<file path="src/hw/rtl/bls_pkg.sv">
// Types and constants shared by the line stepper modules.
package bls_pkg;

  localparam int COORD_BITS  = 10;
  localparam int ERR_BITS    = COORD_BITS + 2;
  localparam int COLOR_BITS  = 16;
  localparam int QUEUE_DEPTH = 2;
  localparam int QUEUE_AW    = $clog2(QUEUE_DEPTH);

  typedef logic [COORD_BITS-1:0]      coord_t;
  typedef logic signed [ERR_BITS-1:0] err_t;
  typedef logic [COLOR_BITS-1:0]      color_t;

  typedef enum logic {
    REQ_START = 1'b0,
    REQ_STEP  = 1'b1
  } req_t;

  // One classified word on its way from the front to the back.
  typedef struct packed {
    req_t   req;
    coord_t x0;
    coord_t y0;
    coord_t x1;
    coord_t y1;
    coord_t span_x;
    coord_t span_y;
    logic   dir_x_neg;
    logic   dir_y_neg;
    err_t   err_init;
    color_t color;
    logic   done;
  } cmd_t;

endpackage

</file>
<file path="src/hw/rtl/bresenham_line_stepper.sv">
// Top level of the Bresenham line stepper: front end, word queue and stepping back end.
//
//   channel | direction | handshake           | payload
//   --------+-----------+---------------------+---------------------------------------------
//   in      | sink      | in_valid / in_ready | req_type, start_x/y, stop_x/y, pen_color
//   out     | source    | out_valid/out_ready | pix_x, pix_y, pix_color, last
//
// One word per cycle in steady state while the output is not stalled; a taken word is held
// in the two-entry queue, then its pixel is registered in the back end's output register.
// The back end's add-and-compare step of the error term sets the cycle time.
// A stalled output holds the back end; the queue keeps taking words until it is full.
// Synchronous reset empties the queue, clears the line state and drops any pending pixel.
module bresenham_line_stepper import bls_pkg::*; (
  input  logic   clk,
  input  logic   rst,
  input  logic   in_valid,
  output logic   in_ready,
  input  logic   req_type,
  input  coord_t start_x,
  input  coord_t start_y,
  input  coord_t stop_x,
  input  coord_t stop_y,
  input  color_t pen_color,
  output logic   out_valid,
  input  logic   out_ready,
  output coord_t pix_x,
  output coord_t pix_y,
  output color_t pix_color,
  output logic   last
);

  cmd_t front_cmd;
  cmd_t back_cmd;
  logic back_valid;
  logic back_ready;

  bls_front u_front (
    .req_type  (req_type),
    .start_x   (start_x),
    .start_y   (start_y),
    .stop_x    (stop_x),
    .stop_y    (stop_y),
    .pen_color (pen_color),
    .cmd       (front_cmd)
  );

  bls_queue u_queue (
    .clk        (clk),
    .rst        (rst),
    .push_valid (in_valid),
    .push_ready (in_ready),
    .push_cmd   (front_cmd),
    .pop_valid  (back_valid),
    .pop_ready  (back_ready),
    .pop_cmd    (back_cmd)
  );

  bls_back u_back (
    .clk       (clk),
    .rst       (rst),
    .cmd_valid (back_valid),
    .cmd_ready (back_ready),
    .cmd       (back_cmd),
    .out_valid (out_valid),
    .out_ready (out_ready),
    .pix_x     (pix_x),
    .pix_y     (pix_y),
    .pix_color (pix_color),
    .last      (last)
  );

endmodule

</file>
<file path="src/hw/rtl/bls_front.sv">
// Front end: classify the incoming word and work out the line setup for a start.
module bls_front import bls_pkg::*; (
  input  logic   req_type,
  input  coord_t start_x,
  input  coord_t start_y,
  input  coord_t stop_x,
  input  coord_t stop_y,
  input  color_t pen_color,
  output cmd_t   cmd
);

  coord_t sx;
  coord_t sy;
  coord_t half_x;
  coord_t half_y;

  always_comb begin
    sx     = (stop_x > start_x) ? (stop_x - start_x) : (start_x - stop_x);
    sy     = (stop_y > start_y) ? (stop_y - start_y) : (start_y - stop_y);
    half_x = sx >> 1;
    half_y = sy >> 1;

    cmd.req       = req_t'(req_type);
    cmd.x0        = start_x;
    cmd.y0        = start_y;
    cmd.x1        = stop_x;
    cmd.y1        = stop_y;
    cmd.span_x    = sx;
    cmd.span_y    = sy;
    cmd.dir_x_neg = !(start_x < stop_x);
    cmd.dir_y_neg = !(start_y < stop_y);
    // Halve toward zero: shift the magnitude, then apply the sign.
    if (sx > sy) begin
      cmd.err_init = err_t'({2'b00, half_x});
    end else begin
      cmd.err_init = -err_t'({2'b00, half_y});
    end
    cmd.color = pen_color;
    cmd.done  = (start_x == stop_x) && (start_y == stop_y);
  end

endmodule

</file>
<file path="src/hw/rtl/bls_queue.sv">
// Short queue of classified words between front and back.
module bls_queue import bls_pkg::*; (
  input  logic clk,
  input  logic rst,
  input  logic push_valid,
  output logic push_ready,
  input  cmd_t push_cmd,
  output logic pop_valid,
  input  logic pop_ready,
  output cmd_t pop_cmd
);

  cmd_t                  slots [QUEUE_DEPTH];
  logic [QUEUE_AW-1:0]   wr_ptr;
  logic [QUEUE_AW-1:0]   rd_ptr;
  logic [QUEUE_AW:0]     count;
  logic                  do_push;
  logic                  do_pop;

  assign push_ready = (count != (QUEUE_AW+1)'(QUEUE_DEPTH));
  assign pop_valid  = (count != '0);
  assign pop_cmd    = slots[rd_ptr];
  assign do_push    = push_valid && push_ready;
  assign do_pop     = pop_valid && pop_ready;

  always_ff @(posedge clk) begin
    if (do_push) begin
      slots[wr_ptr] <= push_cmd;
    end
  end

  always_ff @(posedge clk) begin
    if (rst) begin
      wr_ptr <= '0;
      rd_ptr <= '0;
      count  <= '0;
    end else begin
      if (do_push) begin
        wr_ptr <= (wr_ptr == QUEUE_AW'(QUEUE_DEPTH - 1)) ? '0 : wr_ptr + 1'b1;
      end
      if (do_pop) begin
        rd_ptr <= (rd_ptr == QUEUE_AW'(QUEUE_DEPTH - 1)) ? '0 : rd_ptr + 1'b1;
      end
      unique case ({do_push, do_pop})
        2'b10:   count <= count + 1'b1;
        2'b01:   count <= count - 1'b1;
        default: count <= count;
      endcase
    end
  end

endmodule

</file>
<file path="src/hw/rtl/bls_back.sv">
// Back end: hold the line state, load a line per start word, take one step per step word and register the pixel.
module bls_back import bls_pkg::*; (
  input  logic   clk,
  input  logic   rst,
  input  logic   cmd_valid,
  output logic   cmd_ready,
  input  cmd_t   cmd,
  output logic   out_valid,
  input  logic   out_ready,
  output coord_t pix_x,
  output coord_t pix_y,
  output color_t pix_color,
  output logic   last
);

  coord_t cur_x, cur_y, goal_x, goal_y, span_x, span_y;
  logic   dir_x_neg, dir_y_neg, busy;
  err_t   err_term;
  color_t line_color;

  coord_t cur_x_next, cur_y_next, goal_x_next, goal_y_next, span_x_next, span_y_next;
  logic   dir_x_neg_next, dir_y_neg_next, busy_next;
  err_t   err_term_next;
  color_t line_color_next;

  logic   out_valid_next, last_next;
  coord_t pix_x_next, pix_y_next;
  color_t pix_color_next;

  logic   take;
  logic   move_x, move_y;
  err_t   sx_ext, sy_ext;
  coord_t step_x, step_y;
  err_t   step_err;

  assign cmd_ready = !out_valid || out_ready;
  assign take      = cmd_valid && cmd_ready;

  always_comb begin
    sx_ext   = err_t'({2'b00, span_x});
    sy_ext   = err_t'({2'b00, span_y});
    move_x   = err_term > -sx_ext;
    move_y   = err_term < sy_ext;
    step_err = err_term - (move_x ? sy_ext : '0) + (move_y ? sx_ext : '0);
    step_x   = move_x ? (dir_x_neg ? cur_x - 1'b1 : cur_x + 1'b1) : cur_x;
    step_y   = move_y ? (dir_y_neg ? cur_y - 1'b1 : cur_y + 1'b1) : cur_y;
  end

  always_comb begin
    cur_x_next      = cur_x;
    cur_y_next      = cur_y;
    goal_x_next     = goal_x;
    goal_y_next     = goal_y;
    span_x_next     = span_x;
    span_y_next     = span_y;
    dir_x_neg_next  = dir_x_neg;
    dir_y_neg_next  = dir_y_neg;
    err_term_next   = err_term;
    line_color_next = line_color;
    busy_next       = busy;

    out_valid_next  = out_valid && !out_ready;
    pix_x_next      = pix_x;
    pix_y_next      = pix_y;
    pix_color_next  = pix_color;
    last_next       = last;

    if (take) begin
      unique case (cmd.req)
        REQ_START: begin
          // Load a fresh line; any line in progress is dropped.
          cur_x_next      = cmd.x0;
          cur_y_next      = cmd.y0;
          goal_x_next     = cmd.x1;
          goal_y_next     = cmd.y1;
          span_x_next     = cmd.span_x;
          span_y_next     = cmd.span_y;
          dir_x_neg_next  = cmd.dir_x_neg;
          dir_y_neg_next  = cmd.dir_y_neg;
          err_term_next   = cmd.err_init;
          line_color_next = cmd.color;
          busy_next       = !cmd.done;
          out_valid_next  = 1'b1;
          pix_x_next      = cmd.x0;
          pix_y_next      = cmd.y0;
          pix_color_next  = cmd.color;
          last_next       = cmd.done;
        end
        REQ_STEP: begin
          // A step with no line in progress is dropped without a word.
          if (busy) begin
            cur_x_next     = step_x;
            cur_y_next     = step_y;
            err_term_next  = step_err;
            busy_next      = !((step_x == goal_x) && (step_y == goal_y));
            out_valid_next = 1'b1;
            pix_x_next     = step_x;
            pix_y_next     = step_y;
            pix_color_next = line_color;
            last_next      = (step_x == goal_x) && (step_y == goal_y);
          end
        end
        default: begin
          busy_next = busy;
        end
      endcase
    end
  end

  always_ff @(posedge clk) begin
    if (rst) begin
      cur_x      <= '0;
      cur_y      <= '0;
      goal_x     <= '0;
      goal_y     <= '0;
      span_x     <= '0;
      span_y     <= '0;
      dir_x_neg  <= 1'b0;
      dir_y_neg  <= 1'b0;
      err_term   <= '0;
      line_color <= '0;
      busy       <= 1'b0;
      out_valid  <= 1'b0;
    end else begin
      cur_x      <= cur_x_next;
      cur_y      <= cur_y_next;
      goal_x     <= goal_x_next;
      goal_y     <= goal_y_next;
      span_x     <= span_x_next;
      span_y     <= span_y_next;
      dir_x_neg  <= dir_x_neg_next;
      dir_y_neg  <= dir_y_neg_next;
      err_term   <= err_term_next;
      line_color <= line_color_next;
      busy       <= busy_next;
      out_valid  <= out_valid_next;
    end
  end

  always_ff @(posedge clk) begin
    pix_x     <= pix_x_next;
    pix_y     <= pix_y_next;
    pix_color <= pix_color_next;
    last      <= last_next;
  end

endmodule

</file>
<file path="config.mk">
export PLATFORM = sky130hd
export DESIGN_NAME = bresenham_line_stepper
export DESIGN_NICKNAME = d
export VERILOG_FILES = /design/src/hw/rtl/bls_pkg.sv /design/src/hw/rtl/bresenham_line_stepper.sv /design/src/hw/rtl/bls_front.sv /design/src/hw/rtl/bls_queue.sv /design/src/hw/rtl/bls_back.sv
export SDC_FILE = /design/constraint.sdc
export NUM_CORES = 1
export LEC_CHECK = 0
export BUFFER_PORTS_ARGS = -buffer_cell sky130_fd_sc_hd__buf_2
export CAP_MARGIN = 15
export CORE_AREA = 2 2 150 226
export DETAILED_ROUTE_END_ITERATION = 7
export DIE_AREA = 0 0 152 228
export GPL_ROUTABILITY_DRIVEN = 1
export PLACE_DENSITY = 0.72
export SETUP_SLACK_MARGIN = 0.3
export SLEW_MARGIN = 30
export SYNTH_ARGS = -nofsm -noshare
export SYNTH_HDL_FRONTEND = slang
export SYNTH_HIERARCHICAL = 1
export SYNTH_SLANG_ARGS = --single-unit
</file>
<file path="constraint.sdc">
create_clock -name clk -period 6.2 [get_ports clk]
set_input_delay 0.31 -clock clk [delete_from_list [all_inputs] [get_ports clk]]
set_output_delay 0.31 -clock clk [all_outputs]
set_load 0.01 [all_outputs]
</file>
Yosys cells after proc, flatten, opt, wreduce, memory -nomap -nowiden --
Memory sizes are Yosys's and may differ from the RTL's. A register that Yosys moved wholly into a read port is not among the register bits. Cells that the tools add are included.
Word-level totals: bits in registers 133, latch bits 0, RAM bits 184, bits in read-only memories 0, input bits 61, output and inout bits 39, word-level logic and storage cells 99, memories 1
Cells by class: $add $sub $neg 16, multipliers 0, div/mod/pow operators 0, magnitude comparators 7, equality and inequality tests 8, shift operators 0, multiplexer cells 31, bitwise operators 1, reductions and logical operators 16
Memories:
- u_queue.slots | depth 2, width 92, read ports 1, clocked after Yosys merged registers in 1, wr ports 1, line bls_queue.sv:13 | cmd_t slots [QUEUE_DEPTH];
Operators by type and width (number):
- $mux W10 | 10
- $eq A10 B10 Y1 | 4
- $pmux W10 S2 | 2
- $sub A10 B10 Y10 | 4
- $pmux W16 S2 | 1
- $gt A10 B10 Y1 | 3
- $mux W12 | 2
- $pmux W12 S2 | 1
- $add A10 B1 Y10 const B | 2
- $lt A10 B10 Y1 | 2
- $sub A10 B1 Y10 const B | 2
- $mux W16 | 1
- $add A12 B12 Y12 | 1
- $gt A12 B12 Y1 | 1
- $lt A12 B11 Y1 | 1
- $neg A10 Y12 | 1
- $neg A9 Y12 | 1
- $sub A12 B12 Y12 | 1
- $mux W1 | 10
- $logic_not A1 Y1 | 6
- $pmux W1 S2 | 3
- $logic_and A1 B1 Y1 | 5
- $ne A2 B2 Y1 const B | 2
- $pmux W2 S2 | 1
- 9 further kinds | 12

Longest topological paths before layout --
Gate-level depths: netlist (run 1).
word-level depth 8, gate-level depth with buffers 26, gate-level depth less buffers 25

Cells and area by module --
Netlist (run 1), hierarchy kept.
Modules (own cells, without submodules):
- bls_back | times used 1, cells an instance 920, area an instance 7928.9 sq um, seq. area each 2952.8 sq um
- bls_queue | times used 1, cells an instance 310, area an instance 6854.1 sq um, seq. area each 5625.4 sq um
- bls_front | times used 1, cells an instance 396, area an instance 3044.2 sq um, seq. area each 0.0 sq um

Worst setup path after synthesis (run 1) --
Ideal clock, no wire load.
path type flip-flop to flip-flop, from register u_back.span_x[2], to register u_back.err_term[10], setup time 0.091 ns, data arrival time 5.215 ns, slack 0.894 ns, stages on the path, launching flop included 25, buffers on the path 1, path through dfxtp_1 > nor4_1 > nand2_1 > o41ai_1 > o21ai_0 > ha_1 > a21o_1 > a21oi_1 > o21ai_1 > nor4_4 > clkbuf_1 > nor3_1 > fa_1 > inv_1 > fa_1 > a21o_1 > a21oi_1 > o21bai_1 > a21oi_1 > o21bai_1 > a21oi_1 > nor2_1 > a211oi_1 > xor2_1 > a311oi_1
Between the ends: longest elaborated chain between the ends 7, elaborated cells on any way between the ends 8, those cells by class add/sub: 3; order compare: 1; mux: 4
RTL lines:
- start, declared | line bls_back.sv:16 | coord_t cur_x, cur_y, goal_x, goal_y, span_x, span_y;
- start signal, assigned | line bls_back.sv:129 | span_x <= span_x_next;
- $neg A10 Y12 | line bls_back.sv:42 | move_x = err_term > -sx_ext;
- $gt A12 B12 Y1 | line bls_back.sv:42
- $mux W10 | line bls_back.sv:44 | step_err = err_term - (move_x ? sy_ext : '0) + (move_y ? sx_ext : '0);
- $sub A12 B12 Y12 | line bls_back.sv:44
- $add A12 B12 Y12 (*) | line bls_back.sv:44
- $mux W12 (*) | line bls_back.sv:91 | if (busy) begin
- $pmux W12 S2 (*) | line bls_back.sv:69 | unique case (cmd.req)
- end signal, assigned | line bls_back.sv:133 | err_term <= err_term_next;
- end, declared | line bls_back.sv:18 | err_t err_term;
Every way passes the cells marked *; elsewhere a longest branch is shown, timed or not. The select of a mux whose other input is x is not followed. A chain may end at the register's enable or synchronous reset.

Final worst setup path (run 1) --
Same ends and word-level chain as after synthesis.

==> impl_results.md, run 1 <==
- Status: completed
- Post-Syn Nets: 1805
- Commonest non-fill, non-tap cell in the layout: edfxtp_1
- Antenna violations before repair: 0
- Later-pin clock latency in the skew report: 0.58 ns
- Crit path max fanout: 6
- Share of the clock period used by the worst path: 88.67%
- Layout fillers: 2694
- CTS buffer count: 28
- Hold EP: u_queue/slots[1][62]
- Die area: 34660 µm²
- RSZ-0062 raised after global routing: false
- Reg2reg start: u_back/span_x[2]
- PD cells: 537.3 nW/µm²
- Clock root cell: clkbuf_16
- Routed wire length: 40810 µm
- Std-Cell Rows: 82
- Worst-Margin Slew: 0.9255 ns
- Tot GR Track Use: 23.09%
- Sequential fraction of the synthesis area: 48.12%
- CTS tree: done
- Final Instance Area: 19860 µm²
- Relative slew slack: 38.15%
- Final Util: 60.31%
- CP Data Arrival Time: 5.99 ns
- Layout cells sized above 1: 20.24%
- Die Y: 228 µm
- H-tree levels: 1
- Leakage: 0.007773 µW
- Starting DRT DRC Count: 929
- R2R Setup Slk: 0.70 ns
- Top_reg_cell synth: edfxtp_1
- Hold Vio Cnt, Final: 0
- Slew Viols, Final: 0
- Synthesized cell area: 17830 µm²
- Worst Setup Start Kind: flop
- Hold_sp: stop_x[1]
- DP Wirelength: 28800 µm
- Endpoints failing setup: 0
- I/O Buffers: 99
- # nets final: 1886
- Via count: 12200
- Non-Filler Instances: 2149
- Largest net degree at the start of global routing: 59
- Gate count after technology mapping: 1626
- Die W: 152 µm
- DRT antenna net count: 0
- Worst min path class: in2reg
- Sink Count: 318
- Final WS setup: 0.7025 ns
- Clock Skew: 0.02912 ns
- Placed cell areas: 18280 µm²
- Max rail drop VDD: 0.4674 mV
- P&R area growth vs syn: 11.41%
- CP required: 6.69 ns
- N_diodes: 0
- Clock Tree Buf Depth: 3
- Critical path capture point type: flop
- Total gr overflow: 0
- IO Count: 100
- Count of flip-flops with a built-in enable after synthesis: 221
- DRC viols: 0
- Initial Util: 54.13%
- Inst Count DP: 2042
- Max frequency: 181.9 MHz
- Vias per cell: 5.675
- First-pass GRT wire length: 64660 µm
- Vias in the first global route: 12350
- Worst r2r dst: u_back/err_term[10]
- Postcts setup bufs: 0
- Seq cells post-synth: 318
- RePlAce Congestion: 0.9289
- Worst-path clk slew: 0.07 ns
- Worst Reg2Reg Path Length in Cells: 23
- Distinct cells, synth: 100
- Wire per inst: 18.99 µm
- Most frequent cells in the layout: edfxtp_1, nand2_1, a21oi_1
- Max Cap Viol: 0
- Hold path cells: 1
- Tmin final: 5.497 ns
- Setup TNS: 0 ns
- Synth Warn #: 6
- Post-Syn Area per Cell: 10.96 µm²
- Share of flip-flops with an asynchronous set or reset: 0%
- Pre-CTS setup slack: 0.5568 ns
- 1st-pass router iterations: 5
- Core area: 32930 µm²
- Setup CP Type: reg2reg
[Yosys cell counts (4+ instances only)]
master / count / area (µm²)
edfxtp_1: 221 / 6636
nand2_1: 208 / 780.8
a21oi_1: 142 / 710.7
inv_1: 126 / 473.0
mux2_2: 125 / 1408
ha_1: 102 / 1276
dfxtp_1: 97 / 1942
buf_4: 66 / 495.5
nor2_1: 66 / 247.7
xnor2_1: 53 / 464.2
clkbuf_1: 38 / 142.6
o21ai_0: 30 / 150.1
xor2_1: 30 / 262.8
mux2i_1: 23 / 230.2
nor3_1: 21 / 105.1
a21o_1: 20 / 150.1
fa_1: 16 / 320.3
o21a_1: 14 / 105.1
a211oi_1: 13 / 97.59
nand4_1: 12 / 75.07
nor2b_1: 12 / 75.07
nand3_1: 11 / 55.05
o211ai_1: 10 / 75.07
o21bai_1: 8 / 60.06
buf_2: 7 / 35.03
mux2_4: 6 / 90.09
and3_1: 5 / 31.28
nand3b_1: 5 / 37.54
o22ai_1: 5 / 31.28
o31a_1: 5 / 43.79
or2_2: 5 / 31.28
or3_1: 5 / 31.28
a211o_1: 4 / 35.03
a31oi_1: 4 / 25.02
and2_1: 4 / 25.02
buf_1: 4 / 15.01
o21ai_1: 4 / 20.02
o221ai_1: 4 / 35.03
or4_1: 4 / 30.03
[layout make-up]
type	instances	area (µm²)	share of cell area, %
Clock buffer	39	857.1	4.315
Clock inverter	13	143.9	0.7245
Inverter	128	481.7	2.425
Multi-Input combinational cell	1062	8093	40.75
Sequential cell	318	8582	43.21
Tap cell	420	525.5	2.646
Timing Repair Buffer	169	1179	5.934
[stage by stage]
step	hold WS, ns	power (µW)
floorplan	0.3791	7367
CTS	0.02450	10640
global placement	0.4377	8591
finish	0.03379	10670
detailed placement	0.4460	8716
global route	0.04223	11350
[flip-flops by register name, summed over array words and instances (netlist names), named ones only]
register           flops
u_back/busy            1
u_back/cur_x          10
u_back/cur_y          10
u_back/dir_x_neg       1
u_back/dir_y_neg       1
u_back/err_term       12
u_back/goal_x         10
u_back/goal_y         10
u_back/last            1
u_back/line_color     16
u_back/out_valid       1
u_back/pix_color      16
u_back/pix_x          10
u_back/pix_y          10
u_back/span_x         10
u_back/span_y         10
u_queue/count          2
u_queue/rd_ptr         1
u_queue/slots        184
u_queue/wr_ptr         1
[per-layer routing]
layer  GRT usage (%)  vias up  part of all wire [%]
li1                -     5869                     -
met1           27.57     5938                    41
met2           42.31      298                    52
met3           2.508       91                   3.5
met4           9.229        0                   3.9
met5               0        -                     0
[how the worst max path moves through the flow]
stage,start,to,slack [ns]
after floorplan,u_back/span_x[2],u_back/err_term[10],0.89
after CTS,u_back/span_x[2],u_back/err_term[10],0.57
final,u_back/span_x[2],u_back/err_term[10],0.70
after detailed placement,start_x[7],u_queue/slots[0][17],0.56
after global routing,u_back/span_x[2],u_back/err_term[10],0.30
after global placement,start_x[7],u_queue/slots[0][17],0.69
[worst max-delay path, stage by stage, from the launching register on]
cell	delay (ns)
dfxtp_1	0.39
nor4_4	0.32
nand2_1	0.16
o41ai_1	0.27
o21ai_0	0.14
ha_1	0.32
a21o_1	0.19
a21oi_1	0.15
o21ai_1	0.17
nor4_4	0.42
nor3_1	0.12
fa_1	0.52
inv_1	0.07
fa_1	0.46
a21o_1	0.18
a21oi_1	0.24
o21bai_1	0.10
a21oi_1	0.25
o21bai_1	0.12
a21oi_2	0.18
nor2_1	0.08
a211oi_2	0.24
xor2_1	0.10
a311oi_1	0.25
[timing repair]
item                       in CTS  in global routing
hold endpoints to repair      109                  0
setup endpoints to repair       0                  2
gates resized for setup         0                  5
hold buffers                   55                  0
[kinds of logic (layout without fill, tap and decap cells)]
family / Yosys count / after routing / synth area share (%)
flip-flops: 318 / 318 / 48.12
AO/OA/AOI/OAI: 314 / 314 / 11.75
buffers and inverters: 246 / 349 / 6.745
XOR/XNOR: 85 / 85 / 4.359
adder cells (fa/ha/maj): 119 / 119 / 9.012
multiplexers: 155 / 155 / 9.819
AND/OR/NAND/NOR: 389 / 389 / 10.20
[power by group]
| group | switching [µW] | internal (µW) |
|---|---|---|
| sequential | 336 | 2900 |
| clock | 795 | 1060 |
| combinational | 3220 | 2350 |
| total | 4360 | 6320 |
(Power assumes the default switching activity.)
==> inputs of run 2 (changes only) <==
--- a/config.mk
+++ b/config.mk
@@ -11,6 +11,7 @@
 export DETAILED_ROUTE_END_ITERATION = 7
 export DIE_AREA = 0 0 152 228
 export GPL_ROUTABILITY_DRIVEN = 1
+export MAX_ROUTING_LAYER = met4
 export PLACE_DENSITY = 0.72
 export SETUP_SLACK_MARGIN = 0.3
 export SLEW_MARGIN = 30
==> run 2 against run 1 <==
First-iteration DRC count shrank 30%; die area unchanged; highest routed layer unchanged; clock skew down 0.012 ns; critical endpoint unchanged; hold slack got worse by 0.010 ns; maximum frequency grew 0.74%; largest power group unchanged; global-route usage rose by 0.48 points.
==> impl_results.md, run 2 (same netlist as run 1, synthesis figures left out) <==
- Status: completed
- Max frequency: 183.3 MHz (+0.74%)
- Via count: 12020 (-1.4%)
- Worst Path Buf+Inv: 1 (unchanged)
- Die Y: 228 µm (unchanged)
- Largest net degree at the start of global routing: 75 (+27%)
- Die W: 152 µm (unchanged)
- Total gr overflow: 0 (unchanged)
- Commonest non-fill, non-tap cell in the layout: edfxtp_1
- Vias per cell: 5.592 (-1.5%)
- Clock root cell: clkbuf_16
- Largest regs: u_queue/slots: 184 flops, u_back/line_color: 16 flops, u_back/pix_color: 16 flops
- Met2 usage: 41.81% (-0.51 points)
- Max Cap Viol: 0 (unchanged)
- Sink Count: 318 (unchanged)
- CTS buffer count: 28 (unchanged)
- P&R area growth vs syn: 10.75%
- GRT met3 Usage: 2.641% (+0.13 points)
- PD cells: 531.5 nW/µm² (-1.1%)
- Share of the clock period used by the worst path: 88.01% (-0.65 points)
- Wire per inst: 18.74 µm (-1.3%)
- CP Data Arrival Time: 5.94 ns (-0.05 ns)
- Std-Cell Rows: 82 (unchanged)
- Worst-path cell chain: nor4_2 > nand2_1 > o41ai_1 > o21ai_0 > ha_1 > nand4_2 > or3_1 > o21ai_2 > nor3_1 > fa_1 > inv_1 > fa_1 > a21o_1 > a21oi_1 > o21bai_1 > a21oi_2 > o21bai_1 > a21oi_1 > nor2_1 > a211oi_1 > xor2_1 > a311oi_1
- Slew Viols, Final: 0 (unchanged)
- Layout fillers: 2648 (-1.7%)
- Relative slew slack: 36.86% (-1.3 points)
- Top reg by flops: u_queue/slots
- Worst min path class: in2reg
- DP Wirelength: 28430 µm (-1.3%)
- Final Instance Area: 19740 µm² (-0.60%)
- Later-pin clock latency in the skew report: 0.57 ns (about the same)
- Initial Util: 54.13% (unchanged)
- Tot GR Track Use: 23.57% (+0.48 points)
- Routing usage on met1: 27.65% (+0.080 points)
- Critical path's top delay family: compound AO/OA/AOI/OAI gates
- Clock Tree Buf Depth: 3 (unchanged)
- Vias in the first global route: 12080 (-2.2%)
- Worst Setup Start Kind: flop
- Endpoints failing setup: 0 (unchanged)
- Leakage: 0.007701 µW (-0.93%)
- Crit path max fanout: 15 (+9)
- Starting DRT DRC Count: 654 (-30%)
- Worst path max stage delay: 0.52 ns (about the same)
- DRC viols: 0 (unchanged)
- 1st-pass router iterations: 5 (unchanged)
- # nets final: 1887 (+0.053%)
- Setup CP Type: reg2reg
- Slowest stage cell, crit path: fa_1
- Clock Skew: 0.01662 ns (-0.01250 ns)
- Placed cell areas: 18280 µm² (about the same)
- H-tree levels: 1 (unchanged)
- I/O Buffers: 99 (unchanged)
- Die area: 34660 µm² (unchanged)
- RePlAce Congestion: 0.9214 (-0.81%)
- Gr busiest metal: met2
- N_diodes: 0 (unchanged)
- CTS tree: done
- Core area: 32930 µm² (unchanged)
- DRT antenna net count: 0 (unchanged)
- Most frequent cells in the layout: edfxtp_1, nand2_1, a21oi_1
- Max reg flops: 184 (unchanged)
- CP required: 6.68 ns (about the same)
- RSZ-0062 raised after global routing: false
- Worst-path clk slew: 0.07 ns (about the same)
- First-pass GRT wire length: 63890 µm (-1.2%)
- Critical path capture point type: flop
- IO Count: 100 (unchanged)
- Max rail drop VDD: 0.4908 mV (+5.0%)
- Tmin final: 5.457 ns (-0.04061 ns)
- Hold Vio Cnt, Final: 0 (unchanged)
- Routed wire length: 40300 µm (-1.3%)
- Worst-Margin Slew: 0.9472 ns (+0.02163 ns)
- Layout cells sized above 1: 19.88% (-0.36 points)
- Antenna violations before repair: 0 (unchanged)
- Setup TNS: 0 ns (unchanged)
==> run 2: timing repair <==
| action | in CTS | in global routing |
|---|---|---|
| buffers inserted | 0 | 2 |
| endpoints found under the setup margin | 0 | 1 |
| hold endpoints to repair | 108 | 0 |
| hold buffers | 54 | 0 |
| gates resized for setup | 0 | 2 |
==> run 2: metrics by stage <==
stage	total power, µW	utilization [%]	worst slack [ns]	hold slack, ns	cells
after CTS	10490	59.84	0.6594	0.006184	2148
after floorplan	7367	-	0.8939	0.3791	1626
after detailed placement	8727	55.50	0.6020	0.4452	2042
after global placement	8624	55.41	0.6909	0.4379	2041
after global routing	11190	59.95	0.3531	0.007537	2150
final	10490	59.95	0.7431	0.02353	2150
==> run 2: report_power, final <==
| part | switching (µW) | internal, µW |
|---|---|---|
| Sequential | 330 | 2900 |
| Clock | 760 | 927 |
| Combinational | 3190 | 2390 |
| Total | 4280 | 6210 |
==> run 2: worst paths after layout <==
check / from / endpoint / slack (ns) / cells past startpoint
max: u_back/span_x[2] / u_back/err_term[10] / 0.74 / 22
min: req_type / u_queue/slots[0][91] / 0.02 / 1
max reg2reg: u_back/span_x[2] / u_back/err_term[10] / 0.74 / 22
min reg2reg: u_back/line_color[8] / u_back/line_color[8] / 0.45 / 2
==> run 2: final cells by class <==
cell class | count | area (µm²) | share of cell area, %
clock buffers | 39 | 783.3 | 3.967
well taps | 420 | 525.5 | 2.662
clock inverters | 13 | 106.4 | 0.5387
multi-input cells | 1062 | 8073 | 40.89
inverters | 128 | 481.7 | 2.440
flip-flops and latches | 318 | 8582 | 43.47
repair buffers | 170 | 1191 | 6.033
==> run 2: layer usage <==
| metal | part of all wire [%] | wire [µm] | vias up |
|---|---|---|---|
| li1 | - | - | 5877 |
| met3 | 3.6 | 1441 | 73 |
| met2 | 52 | 20940 | 262 |
| met1 | 41 | 16560 | 5810 |
| met5 | 0 | 0 | - |
| met4 | 3.4 | 1353 | 0 |
==> run 2: worst register-to-register path, cell delays in order (launching register included) <==
cell and delay, ns:
dfxtp_1 0.36, nor4_2 0.32, nand2_1 0.15, o41ai_1 0.23
o21ai_0 0.15, ha_1 0.33, nand4_2 0.15, or3_1 0.46
o21ai_2 0.28, nor3_1 0.16, fa_1 0.52, inv_1 0.07
fa_1 0.46, a21o_1 0.18, a21oi_1 0.24, o21bai_1 0.12
a21oi_2 0.20, o21bai_1 0.08, a21oi_1 0.22, nor2_1 0.08
a211oi_1 0.25, xor2_1 0.10, a311oi_1 0.26
==> inputs of run 3 (changes only) <==
--- a/config.mk
+++ b/config.mk
@@ -5,14 +5,14 @@
 export SDC_FILE = /design/constraint.sdc
 export NUM_CORES = 1
 export LEC_CHECK = 0
-export BUFFER_PORTS_ARGS = -buffer_cell sky130_fd_sc_hd__buf_2
 export CAP_MARGIN = 15
 export CORE_AREA = 2 2 150 226
 export DETAILED_ROUTE_END_ITERATION = 7
 export DIE_AREA = 0 0 152 228
+export DONT_BUFFER_PORTS = 1
 export GPL_ROUTABILITY_DRIVEN = 1
 export MAX_ROUTING_LAYER = met4
-export PLACE_DENSITY = 0.72
+export PLACE_DENSITY = 0.7
 export SETUP_SLACK_MARGIN = 0.3
 export SLEW_MARGIN = 30
 export SYNTH_ARGS = -nofsm -noshare
==> run 3 against run 2 <==
Critical path depth is 3 higher; worst setup slack better by 0.038 ns; total power rose by 1.1%; maximum frequency grew 0.69%; non-clock buffer count down 93; core utilization shrank 0.96 points; combinational power shrank 3%; clock power up 11%; global-route usage rose by 0.31 points; die area stayed put; clock skew grew 0.0082 ns; design area down 1.6%; critical endpoint unchanged; largest power group unchanged.
==> impl_results.md, run 3 (same netlist as run 1, synthesis figures left out) <==
- PD cells: 546.4 nW/µm² (+2.8%)
- Core area: 32930 µm² (unchanged)
- Worst path max stage delay: 0.41 ns (-0.11 ns)
- Reg2reg start: u_back/span_x[2]
- Setup CP Type: reg2reg
- Antenna violations before repair: 0 (unchanged)
- Critical path capture point type: flop
- Tmin final: 5.419 ns (-0.03755 ns)
- Die Y: 228 µm (unchanged)
- Hold_sp: in_valid
- RePlAce Congestion: 0.9375 (+1.7%)
- Total gr overflow: 0 (unchanged)
- Share of the clock period used by the worst path: 87.41% (-0.61 points)
- Max Cap Viol: 0 (unchanged)
- Top reg by flops: u_queue/slots
- Max rail drop VDD: 0.4349 mV (-11%)
- P&R area growth vs syn: 8.970%
- Setup TNS: 0 ns (unchanged)
- Wire per inst: 19.66 µm (+4.9%)
- CTS buffer count: 29 (+3.6%)
- I/O Buffers: 0 (-100%)
- Tot GR Track Use: 23.88% (+0.31 points)
- Sink Count: 318 (unchanged)
- Clock Skew: 0.02485 ns (+0.008234 ns)
- RSZ-0062 raised after global routing: false
- Layout fillers: 2686 (+1.4%)
- Max reg flops: 184 (unchanged)
- Crit path max fanout: 6 (-9)
- Hold EP: u_queue/wr_ptr
- CP Data Arrival Time: 5.91 ns (-0.03 ns)
- Critical path's most frequent cell: a21oi_1
- Slew Viols, Final: 0 (unchanged)
- Std-Cell Rows: 82 (unchanged)
- Clock root cell: clkbuf_16
- Endpoints failing setup: 0 (unchanged)
- Vias in the first global route: 12090 (+0.083%)
- Final WS setup: 0.7807 ns (+0.03755 ns)
- Starting DRT DRC Count: 780 (+19%)
- Hold path cells: 2 (+1)
- N_diodes: 0 (unchanged)
- Layout cells sized above 1: 15.13% (-4.8 points)
- Status: completed
- Slowest stage cell, crit path: fa_1
- DRC viols: 0 (unchanged)
- DRT antenna net count: 0 (unchanged)
- Pre-CTS setup slack: 0.6458 ns (+0.04380 ns)
- Vias per cell: 5.752 (+2.9%)
- Later-pin clock latency in the skew report: 0.59 ns (+0.02 ns)
- CTS tree: done
- Reg area: 8582 µm² (unchanged)
- Most frequent cells in the layout: edfxtp_1, nand2_1, a21oi_1
- Die area: 34660 µm² (unchanged)
- Final Instance Area: 19430 µm² (-1.6%)
- Worst-Margin Slew: 0.9693 ns (+0.02211 ns)
- Worst-path clk slew: 0.07 ns (about the same)
- Relative slew slack: 35.14% (-1.7 points)
- Routed wire length: 40470 µm (+0.44%)
- Non-Filler Instances: 2059 (-4.2%)
- 1st-pass router iterations: 5 (unchanged)
- Via count: 11840 (-1.5%)
- Largest net degree at the start of global routing: 96 (+28%)
- Worst min path class: in2reg
- IO Count: 100 (unchanged)
- # nets final: 1795 (-4.9%)
- Clock Tree Buf Depth: 3 (unchanged)
- First-pass GRT wire length: 65140 µm (+2.0%)
- Worst Setup Start Kind: flop
- Initial Util: 54.13% (unchanged)
- R2R Setup Slk: 0.78 ns (+0.04 ns)
- Die W: 152 µm (unchanged)
- Commonest non-fill, non-tap cell in the layout: edfxtp_1
- Worst Reg2Reg Path Length in Cells: 25 (+14%)
- CP required: 6.69 ns (about the same)
- Area of the multi-input gates: 8077 µm² (about the same)
- Max frequency: 184.5 MHz (+0.69%)
- Inst Count DP: 1942 (-4.9%)
- Worst r2r dst: u_back/err_term[10]
- Hold Vio Cnt, Final: 0 (unchanged)
- Leakage: 0.007408 µW (-3.8%)
- H-tree levels: 1 (unchanged)
- Placed cell areas: 17760 µm² (-2.8%)
- DP Wirelength: 28250 µm (-0.62%)
- Largest regs: u_queue/slots: 184 flops, u_back/line_color: 16 flops, u_back/pix_color: 16 flops
## run 3: worst max-delay path, delay by kind of cell, from the launching register on
family	cells	cell delay [ns]
buf+inv	2	0.23
fa+ha+maj	4	1.23
flops	1	0.36
xor+xnor	1	0.10
simple gates	5	0.98
compound gates	13	2.44
## run 3: final cells by class
cell class                      instances  share of cell area (%)
Sequential cell                       318                   44.18
Tap cell                              420                   2.705
Timing Repair Buffer                   77                   3.839
Clock buffer                           42                   4.418
Inverter                              128                   2.493
Clock inverter                         12                  0.7922
Multi-Input combinational cell       1062                   41.58
## run 3: what timing repair did
item / CTS / global route
endpoints found under the setup margin: 0 / 1
hold endpoints to repair: 211 / 0
hold buffers: 60 / 0
setup buffers: 0 / 3
gates resized for setup: 0 / 2
## run 3: worst max-delay path by stage
stage                     startpoint  slack [ns]  cells after the start                   to
floorplan           u_back/span_x[2]        0.89                     24  u_back/err_term[10]
global placement    u_back/span_x[2]        0.78                     23  u_back/err_term[10]
detailed placement  u_back/span_x[2]        0.65                     23  u_back/err_term[10]
CTS                 u_back/span_x[2]        0.64                     23  u_back/err_term[10]
global route        u_back/span_x[2]        0.33                     25  u_back/err_term[10]
finish              u_back/span_x[2]        0.78                     25  u_back/err_term[10]
## run 3: metal layers
layer,global-route usage (%),wire length (µm),vias to the layer above
li1,-,-,5710
met1,27.72,16300,5774
met2,42.15,21180,266
met3,2.603,1370,93
met4,9.784,1624,0
met5,-,0,-
## run 3: power breakdown
| part | leakage, µW | internal, µW | total [µW] | switching (µW) |
|---|---|---|---|---|
| clock network | 0.000493 | 1090 | 1880 | 787 |
| registers | 0.00286 | 2910 | 3300 | 388 |
| logic | 0.00406 | 2320 | 5440 | 3120 |
## run 3: stage by stage
step           power (µW)  util (%)  hold slack, ns
3_5_place_dp         8624     53.92          0.3962
2_1_floorplan        7367         -          0.3791
4_1_cts             10590     58.87         0.02082
5_1_grt             11330     58.98         0.04682
3_3_place_gp         8507     53.92          0.3887
6_report            10610     58.98         0.04209
